===== src/sv/dcpu_pkg.sv =====
// ----------------------------------------------------------------------------
// dcpu_pkg
// Shared widths, payload types and helpers for the distance constraint
// projection unit.
// ----------------------------------------------------------------------------
package dcpu_pkg;

  localparam int IDX_W   = 10;
  localparam int POS_W   = 32;
  localparam int REST_W  = 31;
  localparam int DIFF_W  = POS_W + 1;
  localparam int MAG_W   = POS_W;
  localparam int SQ_W    = 2 * MAG_W;
  localparam int SUM_W   = SQ_W + 2;
  localparam int ROOT_W  = SUM_W / 2;
  localparam int REM_W   = ROOT_W + 2;
  localparam int NUM_W   = MAG_W + REST_W;
  localparam int QUO_W   = REST_W;
  localparam int DREM_W  = ROOT_W;
  localparam int CORR_W  = DIFF_W + 1;
  localparam int WIDE_W  = CORR_W + 1;
  localparam int LANES   = 3;

  typedef struct packed {
    logic [IDX_W-1:0]              idx0;
    logic [IDX_W-1:0]              idx1;
    logic [LANES-1:0][POS_W-1:0]   p0;
    logic [LANES-1:0][POS_W-1:0]   p1;
    logic                          mov0;
    logic                          mov1;
    logic [REST_W-1:0]             rest;
  } item_t;

  typedef struct packed {
    logic [SUM_W-1:0]  rad;
    logic [ROOT_W-1:0] root;
    logic [REM_W-1:0]  rem;
  } sqrt_t;

  typedef struct packed {
    item_t                       it;
    logic                        degen;
    logic [LANES-1:0][NUM_W-1:0] num;
  } carry_t;

  typedef struct packed {
    item_t                        it;
    logic                         degen;
    logic [ROOT_W-1:0]            len;
    logic [LANES-1:0][DREM_W-1:0] rem;
    logic [LANES-1:0][QUO_W-1:0]  nbits;
    logic [LANES-1:0][QUO_W-1:0]  quo;
  } div_t;

  // p1 - p0, exact
  function automatic logic [DIFF_W-1:0] pos_diff(input logic [POS_W-1:0] a,
                                                 input logic [POS_W-1:0] b);
    pos_diff = {b[POS_W-1], b} - {a[POS_W-1], a};
  endfunction

  // clamp to the signed position range
  function automatic logic [POS_W-1:0] sat_pos(input logic [WIDE_W-1:0] v);
    logic hi_ok;
    hi_ok = (v[WIDE_W-1:POS_W-1] == '0) || (v[WIDE_W-1:POS_W-1] == '1);
    if (hi_ok) sat_pos = v[POS_W-1:0];
    else if (v[WIDE_W-1]) sat_pos = {1'b1, {(POS_W-1){1'b0}}};
    else sat_pos = {1'b0, {(POS_W-1){1'b1}}};
  endfunction

endpackage


===== src/sv/dcpu_div_cell.sv =====
// ----------------------------------------------------------------------------
// dcpu_div_cell
// One quotient bit of restoring division, three lanes against a shared length.
// ----------------------------------------------------------------------------
module dcpu_div_cell (
  input  logic            clk,
  input  logic            rst_n,
  input  logic            en,
  input  logic            in_valid,
  input  dcpu_pkg::div_t  in_dv,
  output logic            out_valid,
  output dcpu_pkg::div_t  out_dv
);
  import dcpu_pkg::*;

  logic valid_r;
  div_t dv_r, dv_nxt;

  always_comb begin
    dv_nxt = in_dv;
    for (int i = 0; i < LANES; i++) begin
      logic [DREM_W:0] rn;
      logic            ge;
      rn = {in_dv.rem[i], in_dv.nbits[i][QUO_W-1]};
      ge = (rn >= {1'b0, in_dv.len});
      dv_nxt.rem[i]   = ge ? DREM_W'(rn - {1'b0, in_dv.len}) : rn[DREM_W-1:0];
      dv_nxt.nbits[i] = {in_dv.nbits[i][QUO_W-2:0], 1'b0};
      dv_nxt.quo[i]   = {in_dv.quo[i][QUO_W-2:0], ge};
    end
  end

  always_ff @(posedge clk) begin
    if (!rst_n) valid_r <= 1'b0;
    else if (en) valid_r <= in_valid;
  end

  always_ff @(posedge clk) begin
    if (en) dv_r <= dv_nxt;
  end

  assign out_valid = valid_r;
  assign out_dv    = dv_r;

  // partial remainder stays below the divisor for a real constraint
  a_rem_lt_len: assert property (@(posedge clk) disable iff (!rst_n)
    (valid_r && !dv_r.degen) |->
      ((dv_r.rem[0] < dv_r.len) && (dv_r.rem[1] < dv_r.len) && (dv_r.rem[2] < dv_r.len)))
    else $error("division remainder not below length");

endmodule

===== config.mk =====
export PLATFORM = sky130hd
export DESIGN_NAME = dcpu_div_cell
export DESIGN_NICKNAME = d
export VERILOG_FILES = /design/src/sv/dcpu_pkg.sv /design/src/sv/dcpu_div_cell.sv
export SDC_FILE = /design/constraint.sdc
export NUM_CORES = 1
export LEC_CHECK = 0
export ABC_CLOCK_PERIOD_IN_PS = 7900
export BUFFER_PORTS_ARGS = -buffer_cell sky130_fd_sc_hd__clkbuf_2
export CORE_AREA = 2 2 444 446
export CTS_BUF_LIST = sky130_fd_sc_hd__clkbuf_4 sky130_fd_sc_hd__clkbuf_8 sky130_fd_sc_hd__clkbuf_16
export CTS_CLUSTER_DIAMETER = 60
export DETAILED_ROUTE_END_ITERATION = 12
export DIE_AREA = 0 0 446 448
export SYNTH_ARGS = -nofsm -noshare
export SYNTH_HDL_FRONTEND = slang
export SYNTH_SLANG_ARGS = --single-unit

===== constraint.sdc =====
create_clock -name clk -period 7.9 [get_ports clk]
set_clock_uncertainty 0.1 [all_clocks]
set_input_delay 0.395 -clock clk [delete_from_list [all_inputs] [get_ports clk]]
set_output_delay 0.395 -clock clk [all_outputs]
set_load 0.01 [all_outputs]

; After elaboration in Yosys (flattened, before gate mapping)
; Cells that the tools add are included.
[word_totals]
register_bits = 562
inputBits = 568
output_inout_bits = 565
elab_cells = 32
[classes]
n_addsub = 3
magnitude_cmp = 3
muxes = 3
[op_table]
columns = cell, count
row1 = greater-or-equal comparator 34 x 33 -> 1 bit, 3
row2 = 2-to-1 mux 33 bit, 3
row3 = subtractor 33 bit, 3

; Depth between registers and ports, before layout
[depth]
depth_word = 2
mapped_depth = 14
depth_no_buf = 13

; Worst setup path before layout
; OpenSTA, ideal clock, no wires.
[synth_path]
kind = input port to flip-flop
start = input port in_dv[185] in the netlist's numbering
end = register dv_r (netlist bit out_dv[280]) (data pin)
setup_ps = 255
t_arrival_ps = 2834
t_required_ps = 7545
slack_ps = 4710
path_stages = 12
n_path_buf = 0
cell_sequence = inv_1 ha_1 inv_1 fa_1 a211oi_2 o21ai_1 a32oi_2 o211ai_2 a32o_1 o2111a_1 or3_1 a31o_1
[synth_rtl]
columns = item, line_no
row1 = "start, declared", dcpu_div_cell.sv:10  ; input dcpu_pkg::div_t in_dv,
row2 = "end signal, assigned", dcpu_div_cell.sv:38  ; if (en) dv_r <= dv_nxt;
row3 = "end, declared", dcpu_div_cell.sv:17  ; div_t dv_r, dv_nxt;

==> results.md <==
- Status: completed
- Post-detailed-route DRC marker count: 0
- Synth Warn #: 0
- Most frequent cells in the layout: sky130_fd_sc_hd__clkbuf_2, sky130_fd_sc_hd__edfxtp_1, sky130_fd_sc_hd__dlygate4sd3_1
- Avg Synthesized Cell Area: 14.7 µm²
- First-pass GRT wire length: 211 mm
- Initial antenna violation count: 124
- 1st-pass router iterations: 7
- Clock transition at the register clock pins on the worst setup and hold paths after CTS: 50 ps
- Switching power share of the total: 30.6%
- Vertical die dimension: 448 µm
- Global route overflow: 0
- CORE AREA: 195000 µm²
- Cell at the slowest stage of the critical path: sky130_fd_sc_hd__a21oi_1
- Required @ worst endpoint: 8210 ps
- Cell class contributing the biggest share of worst-path delay: buffers and inverters
- Initial DRC Count: 1380
- Via-per-instance ratio: 3.66
- Slew Limit Headroom: 26.8%
- Critical Path End Type: register
- Critical Path, Cell by Cell: dlygate4sd3_1 > clkbuf_2 > inv_1 > ha_1 > a21oi_1 > o21ai_0 > a21oi_1 > o41a_4 > o2111ai_2 > nand2_1 > buf_4 > inv_2 > buf_4 > mux2_1
- Number of global-route vias before repair: 22061
- Maxcap violations: 0
- Reg2reg setup slack: 6640 ps
- Reg power frac: 37.6%
- Netlist area before placement: 23800 µm²
- Total area of sequential cells: 16900 µm²
- Number of flops mapped to enable cells by yosys: 561
- Cell count of the worst reg-to-reg path: 3
- Fraction of synthesized cell area taken by the top area cell type: 70.7%
- Global Route Usage Sum: 16.1%
- Proportion of layout cells with a drive suffix above 1: 38.9%
- Pin count of the biggest net entering global routing: 152
- Unrepaired setup endpoints after global routing: no
- Resized Gates After CTS: 0
- Path class of the lowest-slack min-delay path: input port to register
- Final setup violation count: 0
- Proportion of power drawn by the clock network: 43.4%
- Signed area change from the synthesized netlist to the final layout: 74.0%
- Number of nets in the final layout: 4036
- Later-pin clock latency in the skew report: 670 ps
- CTS Buffer Depth: 3
- Cell count after synthesis: 1619
- Primary flip-flop cell chosen by synthesis mapping: sky130_fd_sc_hd__edfxtp_1
- RR Startpoint: out_valid
- Fraction of registers with async set or reset after synthesis: 0%
- Synth cell types: 82
- Final HPWL DP: 141 mm
- FILL cells: 20866
- Highest clock frequency the design can meet: 0.218 GHz
- Internal Power: 6.87 mW
- Endpoint of the most critical register-to-register path: out_valid
- Worst Tran Pin Value: 1100 ps
- Ratio of total power to cell area: 239 nW/µm²
- Arrival time at the worst endpoint: 4900 ps
- Flops & latches, synth: 562
- CTS tree: done
- Starting density of the core: 12.2%
- Final-report hold violation count: 0
- IR Drop Worst-Case VDD: 0.155 mV
- Finished Core Util: 21.3%
- WP buf/inv: 6
- Count of buffers from port buffering: 1126
- Area of combinational cells with multiple inputs: 6490 µm²
- Die X-Extent: 446 µm
- Post-route clock period utilization: 58.1%
- Final Routed Wirelength: 169 mm
- Vias after detailed routing: 22038
- Leakage component of the power: 17.3 nW
- Worst Hold Endpoint: out_dv[211]
- Routed length per instance: 28.1 µm
- Launching element of the worst setup path: in_dv[302]
- Startpoint type of the worst setup path: input port
- Io pins: 1133
- Combinational share of power: 18.9%
- Hold WS: 70.0 ps
- Stage delay of the slowest cell on the critical path: 760 ps
- Final setup TNS: 0 ps
- Clk Tree Root Cell: sky130_fd_sc_hd__clkbuf_16
- Floorplan row count: 162
- Largest driver fanout on the critical path: 49
- Sequential area share after synthesis: 70.8%
- Class of the most critical setup path: input port to register
- Post-DRT Antenna Nets: 0
- Hold Path Origin: in_dv[210]
- Sw Pwr: 3.03 mW
- Htree depth: 3
- Top cells by area, synth: sky130_fd_sc_hd__edfxtp_1, sky130_fd_sc_hd__ha_1, sky130_fd_sc_hd__a21oi_1
- Post-route minimum period: 4590 ps
- Max-slew violation count: 0
- Area leader, netlist: sky130_fd_sc_hd__edfxtp_1
- Count of clock tree sinks: 562
- Routability congestion estimate: 0.880
- Hold depth: 4
- Full die area: 200000 µm²
- Most common cell after layout, fill and taps aside: sky130_fd_sc_hd__clkbuf_2
- Clock buffers created by TritonCTS: 94
-- sequential cells by signal, indices dropped and copies added, names as in the netlist --
register / count
out_dv: 561
out_valid: 1
-- cell usage after synthesis, types with 6 or more instances --
library cell	count
sky130_fd_sc_hd__a21oi_1	150
sky130_fd_sc_hd__a31oi_1	9
sky130_fd_sc_hd__o21bai_1	17
sky130_fd_sc_hd__nand4_1	20
sky130_fd_sc_hd__nor4_1	8
sky130_fd_sc_hd__o211ai_1	10
sky130_fd_sc_hd__xnor2_1	47
sky130_fd_sc_hd__mux2_1	13
sky130_fd_sc_hd__nor2_1	126
sky130_fd_sc_hd__o21ai_1	17
sky130_fd_sc_hd__nand2_1	71
sky130_fd_sc_hd__mux2_2	6
sky130_fd_sc_hd__and2_1	9
sky130_fd_sc_hd__o31ai_1	6
sky130_fd_sc_hd__and4_1	7
sky130_fd_sc_hd__nor2b_1	10
sky130_fd_sc_hd__nand3_1	26
sky130_fd_sc_hd__o21a_1	16
sky130_fd_sc_hd__xor2_1	27
sky130_fd_sc_hd__o21ai_0	54
sky130_fd_sc_hd__inv_1	68
sky130_fd_sc_hd__clkbuf_1	22
sky130_fd_sc_hd__buf_2	12
sky130_fd_sc_hd__and3_1	13
sky130_fd_sc_hd__a2111oi_0	7
sky130_fd_sc_hd__buf_4	10
sky130_fd_sc_hd__a21o_1	41
sky130_fd_sc_hd__edfxtp_1	561
sky130_fd_sc_hd__nand2b_1	9
sky130_fd_sc_hd__a211oi_1	8
sky130_fd_sc_hd__ha_1	99
sky130_fd_sc_hd__nor3_1	21
-- metal layers --
metal | up-vias | track usage (%) | share of wire [%]
met2 | 1113 | 32.4 | 56
met3 | 444 | 4.69 | 6.9
met1 | 10642 | 14.0 | 30
met4 | 34 | 9.14 | 7.5
met5 | - | 0 | 0.12
li1 | 9805 | - | -
-- power groups by stage --
| stage | logic [mW] | registers, mW | clock network, mW |
|---|---|---|---|
| after global routing | 2.01 | 3.75 | 4.52 |
| after CTS | 1.92 | 3.72 | 4.43 |
| final | 1.87 | 3.72 | 4.30 |
| after global placement | 1.63 | 3.78 | 0 |
| after detailed placement | 1.63 | 3.78 | 0 |
| after floorplan | 0.521 | 3.91 | 0 |
-- worst min-delay path, stage by stage --
cell	delay, ps
sky130_fd_sc_hd__clkbuf_2	120
sky130_fd_sc_hd__inv_1	50
sky130_fd_sc_hd__nor2_1	90
sky130_fd_sc_hd__a31o_1	100
-- layout make-up --
type                       instances  area share [%]
antenna                           30           0.181
clock buffer                     101            5.84
clock inverter                    73            2.03
inverter                          70           0.634
multi-input combinational        943            15.6
sequential                       562            40.7
tap                             2542            7.67
timing repair buffer            1695            27.3
-- cells by family (layout without fill, tap and decap cells) --
family	Yosys count	in the layout	synth area share (%)
compound gates	404	404	11.2
xor+xnor	74	74	2.72
fa+ha+maj	102	102	5.45
buf+inv	116	1939	2.11
flops	562	562	70.8
mux	22	22	1.02
other cells	1	33	0.0157
simple gates	338	338	6.75
-- stage by stage --
stage          total power, mW  setup WS [ps]  cells  area [µm²]
2_1_floorplan             4.43           4710   1621       23800
3_3_place_gp              5.41           3020   5258       32600
3_5_place_dp              5.41           3040   5258       32600
4_1_cts                   10.1           3220   5986       41400
5_1_grt                   10.3           3160   6005       41400
6_report                  9.90           3310   6016       41500
-- worst max path at each step --
stage	to	slack (ps)	depth (start not counted)
after floorplan	out_dv[280]	4710	12
after global placement	out_dv[241]	3020	13
after detailed placement	out_dv[241]	3040	13
after CTS	out_dv[241]	3220	14
after global routing	out_dv[241]	3160	14
final	out_dv[241]	3310	14
-- what timing repair did --
action                    CTS  global route
hold buffers              554             0
buffers inserted            0             0
hold endpoints to repair  577             0
Power figures use the tool's default switching activity.
