==> src/sv/dcpu_pkg.sv <==
// ----------------------------------------------------------------------------
// dcpu_pkg
// Shared widths, payload types and helpers for the distance constraint
// projection unit.
// ----------------------------------------------------------------------------
package dcpu_pkg;

  localparam int IDX_W   = 10;
  localparam int POS_W   = 32;
  localparam int REST_W  = 31;
  localparam int DIFF_W  = POS_W + 1;
  localparam int MAG_W   = POS_W;
  localparam int SQ_W    = 2 * MAG_W;
  localparam int SUM_W   = SQ_W + 2;
  localparam int ROOT_W  = SUM_W / 2;
  localparam int REM_W   = ROOT_W + 2;
  localparam int NUM_W   = MAG_W + REST_W;
  localparam int QUO_W   = REST_W;
  localparam int DREM_W  = ROOT_W;
  localparam int CORR_W  = DIFF_W + 1;
  localparam int WIDE_W  = CORR_W + 1;
  localparam int LANES   = 3;

  typedef struct packed {
    logic [IDX_W-1:0]              idx0;
    logic [IDX_W-1:0]              idx1;
    logic [LANES-1:0][POS_W-1:0]   p0;
    logic [LANES-1:0][POS_W-1:0]   p1;
    logic                          mov0;
    logic                          mov1;
    logic [REST_W-1:0]             rest;
  } item_t;

  typedef struct packed {
    logic [SUM_W-1:0]  rad;
    logic [ROOT_W-1:0] root;
    logic [REM_W-1:0]  rem;
  } sqrt_t;

  typedef struct packed {
    item_t                       it;
    logic                        degen;
    logic [LANES-1:0][NUM_W-1:0] num;
  } carry_t;

  typedef struct packed {
    item_t                        it;
    logic                         degen;
    logic [ROOT_W-1:0]            len;
    logic [LANES-1:0][DREM_W-1:0] rem;
    logic [LANES-1:0][QUO_W-1:0]  nbits;
    logic [LANES-1:0][QUO_W-1:0]  quo;
  } div_t;

  // p1 - p0, exact
  function automatic logic [DIFF_W-1:0] pos_diff(input logic [POS_W-1:0] a,
                                                 input logic [POS_W-1:0] b);
    pos_diff = {b[POS_W-1], b} - {a[POS_W-1], a};
  endfunction

  // clamp to the signed position range
  function automatic logic [POS_W-1:0] sat_pos(input logic [WIDE_W-1:0] v);
    logic hi_ok;
    hi_ok = (v[WIDE_W-1:POS_W-1] == '0) || (v[WIDE_W-1:POS_W-1] == '1);
    if (hi_ok) sat_pos = v[POS_W-1:0];
    else if (v[WIDE_W-1]) sat_pos = {1'b1, {(POS_W-1){1'b0}}};
    else sat_pos = {1'b0, {(POS_W-1){1'b1}}};
  endfunction

endpackage

==> src/sv/dcpu_sqrt_cell.sv <==
// ----------------------------------------------------------------------------
// dcpu_sqrt_cell
// One root bit of the integer square root: shift in a bit pair, trial subtract.
// ----------------------------------------------------------------------------
module dcpu_sqrt_cell (
  input  logic              clk,
  input  logic              rst_n,
  input  logic              en,
  input  logic              in_valid,
  input  dcpu_pkg::sqrt_t   in_sq,
  input  dcpu_pkg::carry_t  in_carry,
  output logic              out_valid,
  output dcpu_pkg::sqrt_t   out_sq,
  output dcpu_pkg::carry_t  out_carry
);
  import dcpu_pkg::*;

  logic             valid_r;
  sqrt_t            sq_r, sq_nxt;
  carry_t           carry_r;
  logic [REM_W-1:0] rem_sh, trial;

  always_comb begin
    rem_sh = {in_sq.rem[REM_W-3:0], in_sq.rad[SUM_W-1:SUM_W-2]};
    trial  = {in_sq.root, 2'b01};
    sq_nxt.rad = {in_sq.rad[SUM_W-3:0], 2'b00};
    if (rem_sh >= trial) begin
      sq_nxt.rem  = rem_sh - trial;
      sq_nxt.root = {in_sq.root[ROOT_W-2:0], 1'b1};
    end else begin
      sq_nxt.rem  = rem_sh;
      sq_nxt.root = {in_sq.root[ROOT_W-2:0], 1'b0};
    end
  end

  always_ff @(posedge clk) begin
    if (!rst_n) valid_r <= 1'b0;
    else if (en) valid_r <= in_valid;
  end

  always_ff @(posedge clk) begin
    if (en) begin
      sq_r    <= sq_nxt;
      carry_r <= in_carry;
    end
  end

  assign out_valid = valid_r;
  assign out_sq    = sq_r;
  assign out_carry = carry_r;

  // remainder never exceeds twice the partial root
  a_rem_bound: assert property (@(posedge clk) disable iff (!rst_n)
    valid_r |-> (sq_r.rem <= {1'b0, sq_r.root, 1'b0}))
    else $error("sqrt remainder out of bound");

endmodule

==> config.mk <==
export PLATFORM = sky130hd
export DESIGN_NAME = dcpu_sqrt_cell
export DESIGN_NICKNAME = d
export VERILOG_FILES = /design/src/sv/dcpu_pkg.sv /design/src/sv/dcpu_sqrt_cell.sv
export SDC_FILE = /design/constraint.sdc
export NUM_CORES = 1
export LEC_CHECK = 0
export BUFFER_PORTS_ARGS = -buffer_cell sky130_fd_sc_hd__clkbuf_2
export CORE_AREA = 2 2 443 445
export DETAILED_ROUTE_END_ITERATION = 7
export DIE_AREA = 0 0 445 447
export PLACE_DENSITY_LB_ADDON = 0.1
export SLEW_MARGIN = 5
export SYNTH_ARGS = -nofsm -noshare
export SYNTH_HDL_FRONTEND = slang
export SYNTH_SLANG_ARGS = --single-unit
==> constraint.sdc <==
create_clock -name clk -period 9.1 [get_ports clk]
set_clock_uncertainty 0.05 [all_clocks]
set_input_delay 2.73 -clock clk [delete_from_list [all_inputs] [get_ports clk]]
set_output_delay 2.73 -clock clk [all_outputs]
set_load 0.01 [all_outputs]
# Word-level counts from Yosys, hierarchy flattened
# Index checks and enable logic that the tools add are counted.
# totals
register_bits,568
inputBits,573
out_inout_bits,570
word_cells,22
# op_classes
add_sub_neg,1
n_lt_le_gt_ge,1
n_mux,1
# op_table
operator,count
2-to-1 mux 36 bit,1
greater-or-equal comparator 35 bit,1
subtractor 35 bit,1

# Depth between registers and ports, before layout
# Gate-level depths: netlist of the first run.
# logic_depth
word_depth,2
depth_mapped,13
ltp_nobuf,11

# Least setup slack after synthesis of the first run
# No wires, ideal clock.
# synth_timing
kind,input port to flip-flop
start,input in_sq[61] in the netlist's numbering
end,"register sq_r, in the netlist out_sq[23], data pin"
setup_ns,0.262
arrival_time_ns,4.950
path_slack_ns,3.838
stages,11
path_buffers,1
cell_sequence,inv_1 -> ha_1 -> a21o_1 -> a21o_1 -> a21o_1 -> a211oi_1 -> o21bai_1 -> a211oi_1 -> o41ai_4 -> buf_2 -> mux2_1
# synth_lines
element,line,text
start: declaration,dcpu_sqrt_cell.sv:10,"input dcpu_pkg::sqrt_t in_sq,"
end signal: assignment,dcpu_sqrt_cell.sv:43,sq_r <= sq_nxt;
end: declaration,dcpu_sqrt_cell.sv:19,"sqrt_t sq_r, sq_nxt;"

==> run metrics, run 1 <==
fmax 169 MHz; gr ovfl total 0; WL final 107000 µm; initial detailed-routing violation count 756; number of max-cap violations 0; clock sink total 568; peak fanout along the critical path 61; Mapped Cells 944; Initial Util 10.1%; Hold Vio Cnt, Final 0; status finished clean; Slew Viols, Final 0; DIE HEIGHT 447 µm; CTS root buf clkbuf_16; CTS Buffer Depth 3; YS warnings 0; unrepaired setup endpoints after global routing no; endpoint type of the worst setup path flip-flop; Slew @ Worst Pin 1.27 ns; 1st-pass router iterations 4; hold path startpoint out_valid; final RePlAce weighted congestion 0.785; Hold EP out_valid; post-DP HPWL 88000 µm; # nets final 2762; final-report setup violation count 0; register area share after synthesis 87.3%; reg2reg end out_valid; r2r setup slk 8.45 ns; Synth-to-Final Area Change 58.3%; Avg Vias per Cell 2.90; worst skew pair latency 0.69 ns; power after layout 7.03 mW; minimum clock period 5.93 ns; vias in the first global route 14900; worst r2r src out_valid; initial antenna violation count 45; CP max stage cell buf_4; crit path DAT 6.29 ns; ANT nets after route 0; number of synthesized flops with an enable pin 567; wire length per cell 22.5 µm; # resized after CTS 0; share of cells above drive strength 1 57.3%; Startpoint Class input port; CTS tree built; asr flop ratio synth 0%; hold depth 2; largest net degree at the start of global routing 122; Yosys cell types 57; Hold WC Path Type flip-flop to flip-flop; post-CTS setup repair buffer count 0; io pins 1143; CTS Buf Count 78; H-tree levels 3; Crit path required time 9.46 ns; Vias 13800; FF+latch count, synth 568; cells on worst reg2reg path 2; Die ar. 199000 µm²; Peak VDD IR 0.119 mV; Die W 445 µm; Lkg Pwr 12.8 nW; crit-path cells clkbuf_2 -> inv_1 -> ha_1 -> o21a_1 -> o22ai_2 -> o31ai_1 -> nand2_1 -> a21oi_1 -> a31oi_2 -> o41ai_4 -> buf_4 -> mux2_2; core area 194000 µm²; CTS Hold Bufs 0; Rows 162; slowest cell delay on critical path 0.67 ns; worst setup path category input port to flip-flop; period utilisation layout 65.1%; total negative slack 0 ns; first-pass GRT wire length 138000 µm; Buffers on Ports 1138; Mapped Area 19500 µm²; max_slew headroom 15.4%; main flop type after synthesis edfxtp_1; number of remaining DRC errors 0; Clk pin slew, worst setup/hold paths 0.06 ns; power per cell area 227 nW/µm²; gr usage total 10.3%; Syn Area/Cell 20.7 µm²
## how the worst max path moves through the flow
| stage | from | endpoint | cells past startpoint |
|---|---|---|---|
| 2_1_floorplan | in_sq[61] | out_sq[23] | 11 |
| 3_3_place_gp | in_sq[47] | out_sq[9] | 11 |
| 3_5_place_dp | in_sq[47] | out_sq[4] | 11 |
| 4_1_cts | in_sq[47] | out_sq[9] | 11 |
| 5_1_grt | in_sq[47] | out_sq[9] | 11 |
| 6_report | in_sq[35] | out_sq[9] | 12 |
## cell usage after synthesis, types with 4 or more instances
cell      count  area share [%]
edfxtp_1    567              87
a21o_1       18            0.69
xnor2_1      16            0.72
ha_1         35             2.2
a21oi_1      46             1.2
clkbuf_1      9            0.17
nand2_1      23            0.44
nor2_1       42            0.81
o21bai_1      7            0.27
nand3_1       6            0.15
and3_1        7            0.22
inv_1        43            0.83
buf_2         6            0.15
o21ai_1       6            0.15
nor3_1       10            0.26
o31ai_1       4            0.15
o21a_1        5            0.19
nand4_1       4            0.13
o21ai_0       9            0.23
nor2b_1       7            0.22
mux2_1        5            0.29
xor2_1       12            0.54
## placed cells by master (no fill, tap or decap), drive strengths merged, types with 16 or more instances in the layout
| cell type | instances |
|---|---|
| edfxtp | 567 |
| o21ai | 16 |
| nor2 | 42 |
| a21o | 19 |
| xnor2 | 16 |
| nand2 | 23 |
| a21oi | 46 |
| clkinv | 32 |
| inv | 48 |
| clkbuf | 1225 |
| ha | 35 |
## final cells by class
type / instances / area (µm²)
clock buffers: 88 / 1990
repair buffers: 1147 / 5810
diodes: 9 / 22.5
inverters: 43 / 161
well taps: 2542 / 3180
flip-flops and latches: 568 / 17000
fillers: 21600 / 163000
multi-input cells: 316 / 2240
clock inverters: 49 / 468
## routing by layer
| layer | wire (µm) | vias to the layer above | part of all wire (%) | track usage (%) |
|---|---|---|---|---|
| li1 | - | 6126 | - | - |
| met1 | 37000 | 6877 | 35 | 10.4 |
| met2 | 58300 | 646 | 54 | 19.0 |
| met3 | 8450 | 165 | 7.9 | 3.70 |
| met4 | 3290 | 18 | 3.1 | 4.55 |
| met5 | 116 | - | 0.11 | 0 |
## where the power goes
part / total, mW / internal [mW] / switching [mW]
registers: 3.21 / 3.13 / 0.0745
clock network: 3.01 / 1.72 / 1.28
logic: 0.817 / 0.302 / 0.515
## cell families after synthesis
family | count (synthesis) | share of synthesized area (%)
XOR/XNOR | 28 | 1.26
AO/OA/AOI/OAI | 129 | 4.63
other | 1 | 0.0192
adder cells (fa/ha/maj) | 35 | 2.24
multiplexers | 11 | 0.660
flip-flops | 568 | 87.3
AND/OR/NAND/NOR | 111 | 2.66
buffers and inverters | 61 | 1.27
## metrics by stage
step / utilization, % / hold slack (ns) / setup WS [ns] / instances / instance area (µm²)
after floorplan: - / 0.488 / 3.84 / 945 / 19500
after global placement: 14.6 / 0.467 / 2.16 / 4616 / 28400
after detailed placement: 14.6 / 0.474 / 2.21 / 4616 / 28400
after CTS: 15.9 / 0.485 / 3.00 / 4753 / 30900
after global routing: 15.9 / 0.500 / 2.82 / 4760 / 30900
final: 15.9 / 0.481 / 3.17 / 4762 / 30900
## registers in the layout, summed over array words and instances, names as in the netlist
register,count
out_carry,435
out_valid,1
out_sq,132
## critical path: cells and delay by family
family          cells  cell delay [ns]
mux                 1             0.41
buf+inv             3             0.85
compound gates      6             1.59
fa+ha+maj           1             0.36
simple gates        1             0.25
(Power assumes the default switching activity.)
==> run 2, diff against run 1 <==
Settings changed: CORE_AREA 2 2 443 445 to 2 2 445 447, DIE_AREA 0 0 445 447 to 0 0 447 449.
Clock period 9.1 ns to 5.5 ns, I/O delays scaled along.
==> run 2 against run 1 <==
Net effect: clock-buffer cell count rose by 7; total power rose by 68%; sequential share of layout area fell by 0.77 points; combinational power rose by 68%; first-iteration DRC count rose by 6.1%; worst setup slack got worse by 1.9 ns; routed wire length rose by 0.21%; design area rose by 1.4%; clock power rose by 70%; via count rose by 1.1%; largest cell class unchanged.
==> run metrics, run 2 (synthesis gave the netlist of run 1 again) <==
final-report setup violation count 0; Slew @ Worst Pin 1.00 ns; Vias 14000; endpoint type of the worst setup path flip-flop; 1st-pass router iterations 5; worst setup path category input port to flip-flop; # nets final 2785; Avg Vias per Cell 2.86; Clk pin slew, worst setup/hold paths 0.07 ns; final RePlAce weighted congestion 0.786; Startpoint Class input port; status finished clean; CTS root buf clkbuf_16; Lkg Pwr 12.9 nW; H-tree levels 3; Hold Vio Cnt, Final 0; Sequential Power Share 45.0%; initial antenna violation count 57; CTS tree built; post-CTS setup repair buffer count 0; Crit path required time 5.86 ns; ANT nets after route 0; Sw Share 26.6%; Rows 163; core area 196000 µm²; initial detailed-routing violation count 802; sw power 3.13 mW; Hold WC Path Type flip-flop to flip-flop; WL final 107000 µm; crit path DAT 4.60 ns; first-pass GRT wire length 139000 µm; Initial Util 9.96%; number of remaining DRC errors 0; Power Internal 8.67 mW; io pins 1143; CTS Buf Count 80; fmax 236 MHz; Peak VDD IR 0.194 mV; Synth-to-Final Area Change 60.5%; flip-flop count of the largest register after layout 435; commonest non-fill, non-tap cell in the layout clkbuf_2; commonest non-fill, non-tap cells in the layout clkbuf_2 (1137), edfxtp_1 (567), clkbuf_16 (80); vias in the first global route 14900; largest net degree at the start of global routing 82; unrepaired setup endpoints after global routing no; gr usage total 10.3%; peak fanout along the critical path 5; CTS Buffer Depth 3; clock power share 43.4%; # resized after CTS 0; DIE HEIGHT 449 µm; worst skew pair latency 0.71 ns; number of max-cap violations 0; total negative slack 0 ns; power per cell area 376 nW/µm²; Die ar. 201000 µm²; dpl cells 4735; clock sink total 568; gr ovfl total 0; CTS Hold Bufs 0; Post-Layout Cell Count 4888; Finished Core Util 16.0%; post-DP HPWL 89100 µm; share of cells above drive strength 1 57.6%; Slew Viols, Final 0; minimum clock period 4.24 ns; wire length per cell 22.0 µm; Buffers on Ports 1138; Die W 447 µm; max_slew headroom 33.2%; period utilisation layout 77.1%; combinational fraction of design power 11.6%
[run 2: per-stage QoR]
step	instance area, µm²	setup slack (ns)	power, mW	hold WS, ns
3_5_place_dp	28800	0.459	6.82	0.506
2_1_floorplan	19500	1.32	5.81	0.488
3_3_place_gp	28800	0.439	6.85	0.513
5_1_grt	31400	1.08	12.4	0.544
6_report	31400	1.26	11.8	0.504
4_1_cts	31300	1.25	12.1	0.522
[run 2: power groups by stage]
stage / Combinational (mW) / Clock [mW] / Sequential [mW]
floorplan: 0.258 / 0 / 5.56
global placement: 1.44 / 0 / 5.40
detailed placement: 1.43 / 0 / 5.40
CTS: 1.43 / 5.40 / 5.32
global route: 1.49 / 5.51 / 5.35
finish: 1.37 / 5.12 / 5.31
[run 2: area by class of cell]
cell class / instances / area [µm²]
multi-input cells: 316 / 2240
flip-flops and latches: 568 / 17000
inverters: 43 / 161
clock buffers: 95 / 2060
clock inverters: 47 / 478
fillers: 21900 / 165000
well taps: 2640 / 3300
diodes: 11 / 27.5
repair buffers: 1168 / 6040
[run 2: worst paths after layout]
check	start	endpoint	slack [ns]	depth (start not counted)
setup / recovery	in_sq[35]	out_sq[32]	1.26	13
hold / removal	out_valid	out_valid	0.50	2
setup reg to reg	out_valid	out_valid	4.83	2
hold reg to reg	out_valid	out_valid	0.50	2
[run 2: critical path: stages]
cell and delay [ns]:
clkbuf_2 0.09, inv_1 0.08, ha_1 0.35, nor2b_1 0.20, o31a_1 0.18, o21ai_1 0.10
a21oi_1 0.52, a21oi_1 0.15, buf_4 0.19, o31a_1 0.38, o21a_1 0.25, xnor2_1 0.14
mux2_1 0.31
[run 2: per-layer routing]
metal | vias up | track usage, % | part of all wire (%)
met5 | - | 0 | 0.069
met4 | 10 | 3.87 | 3.4
met3 | 196 | 3.99 | 8.8
met2 | 673 | 19.1 | 54
met1 | 6922 | 10.3 | 34
li1 | 6184 | - | -
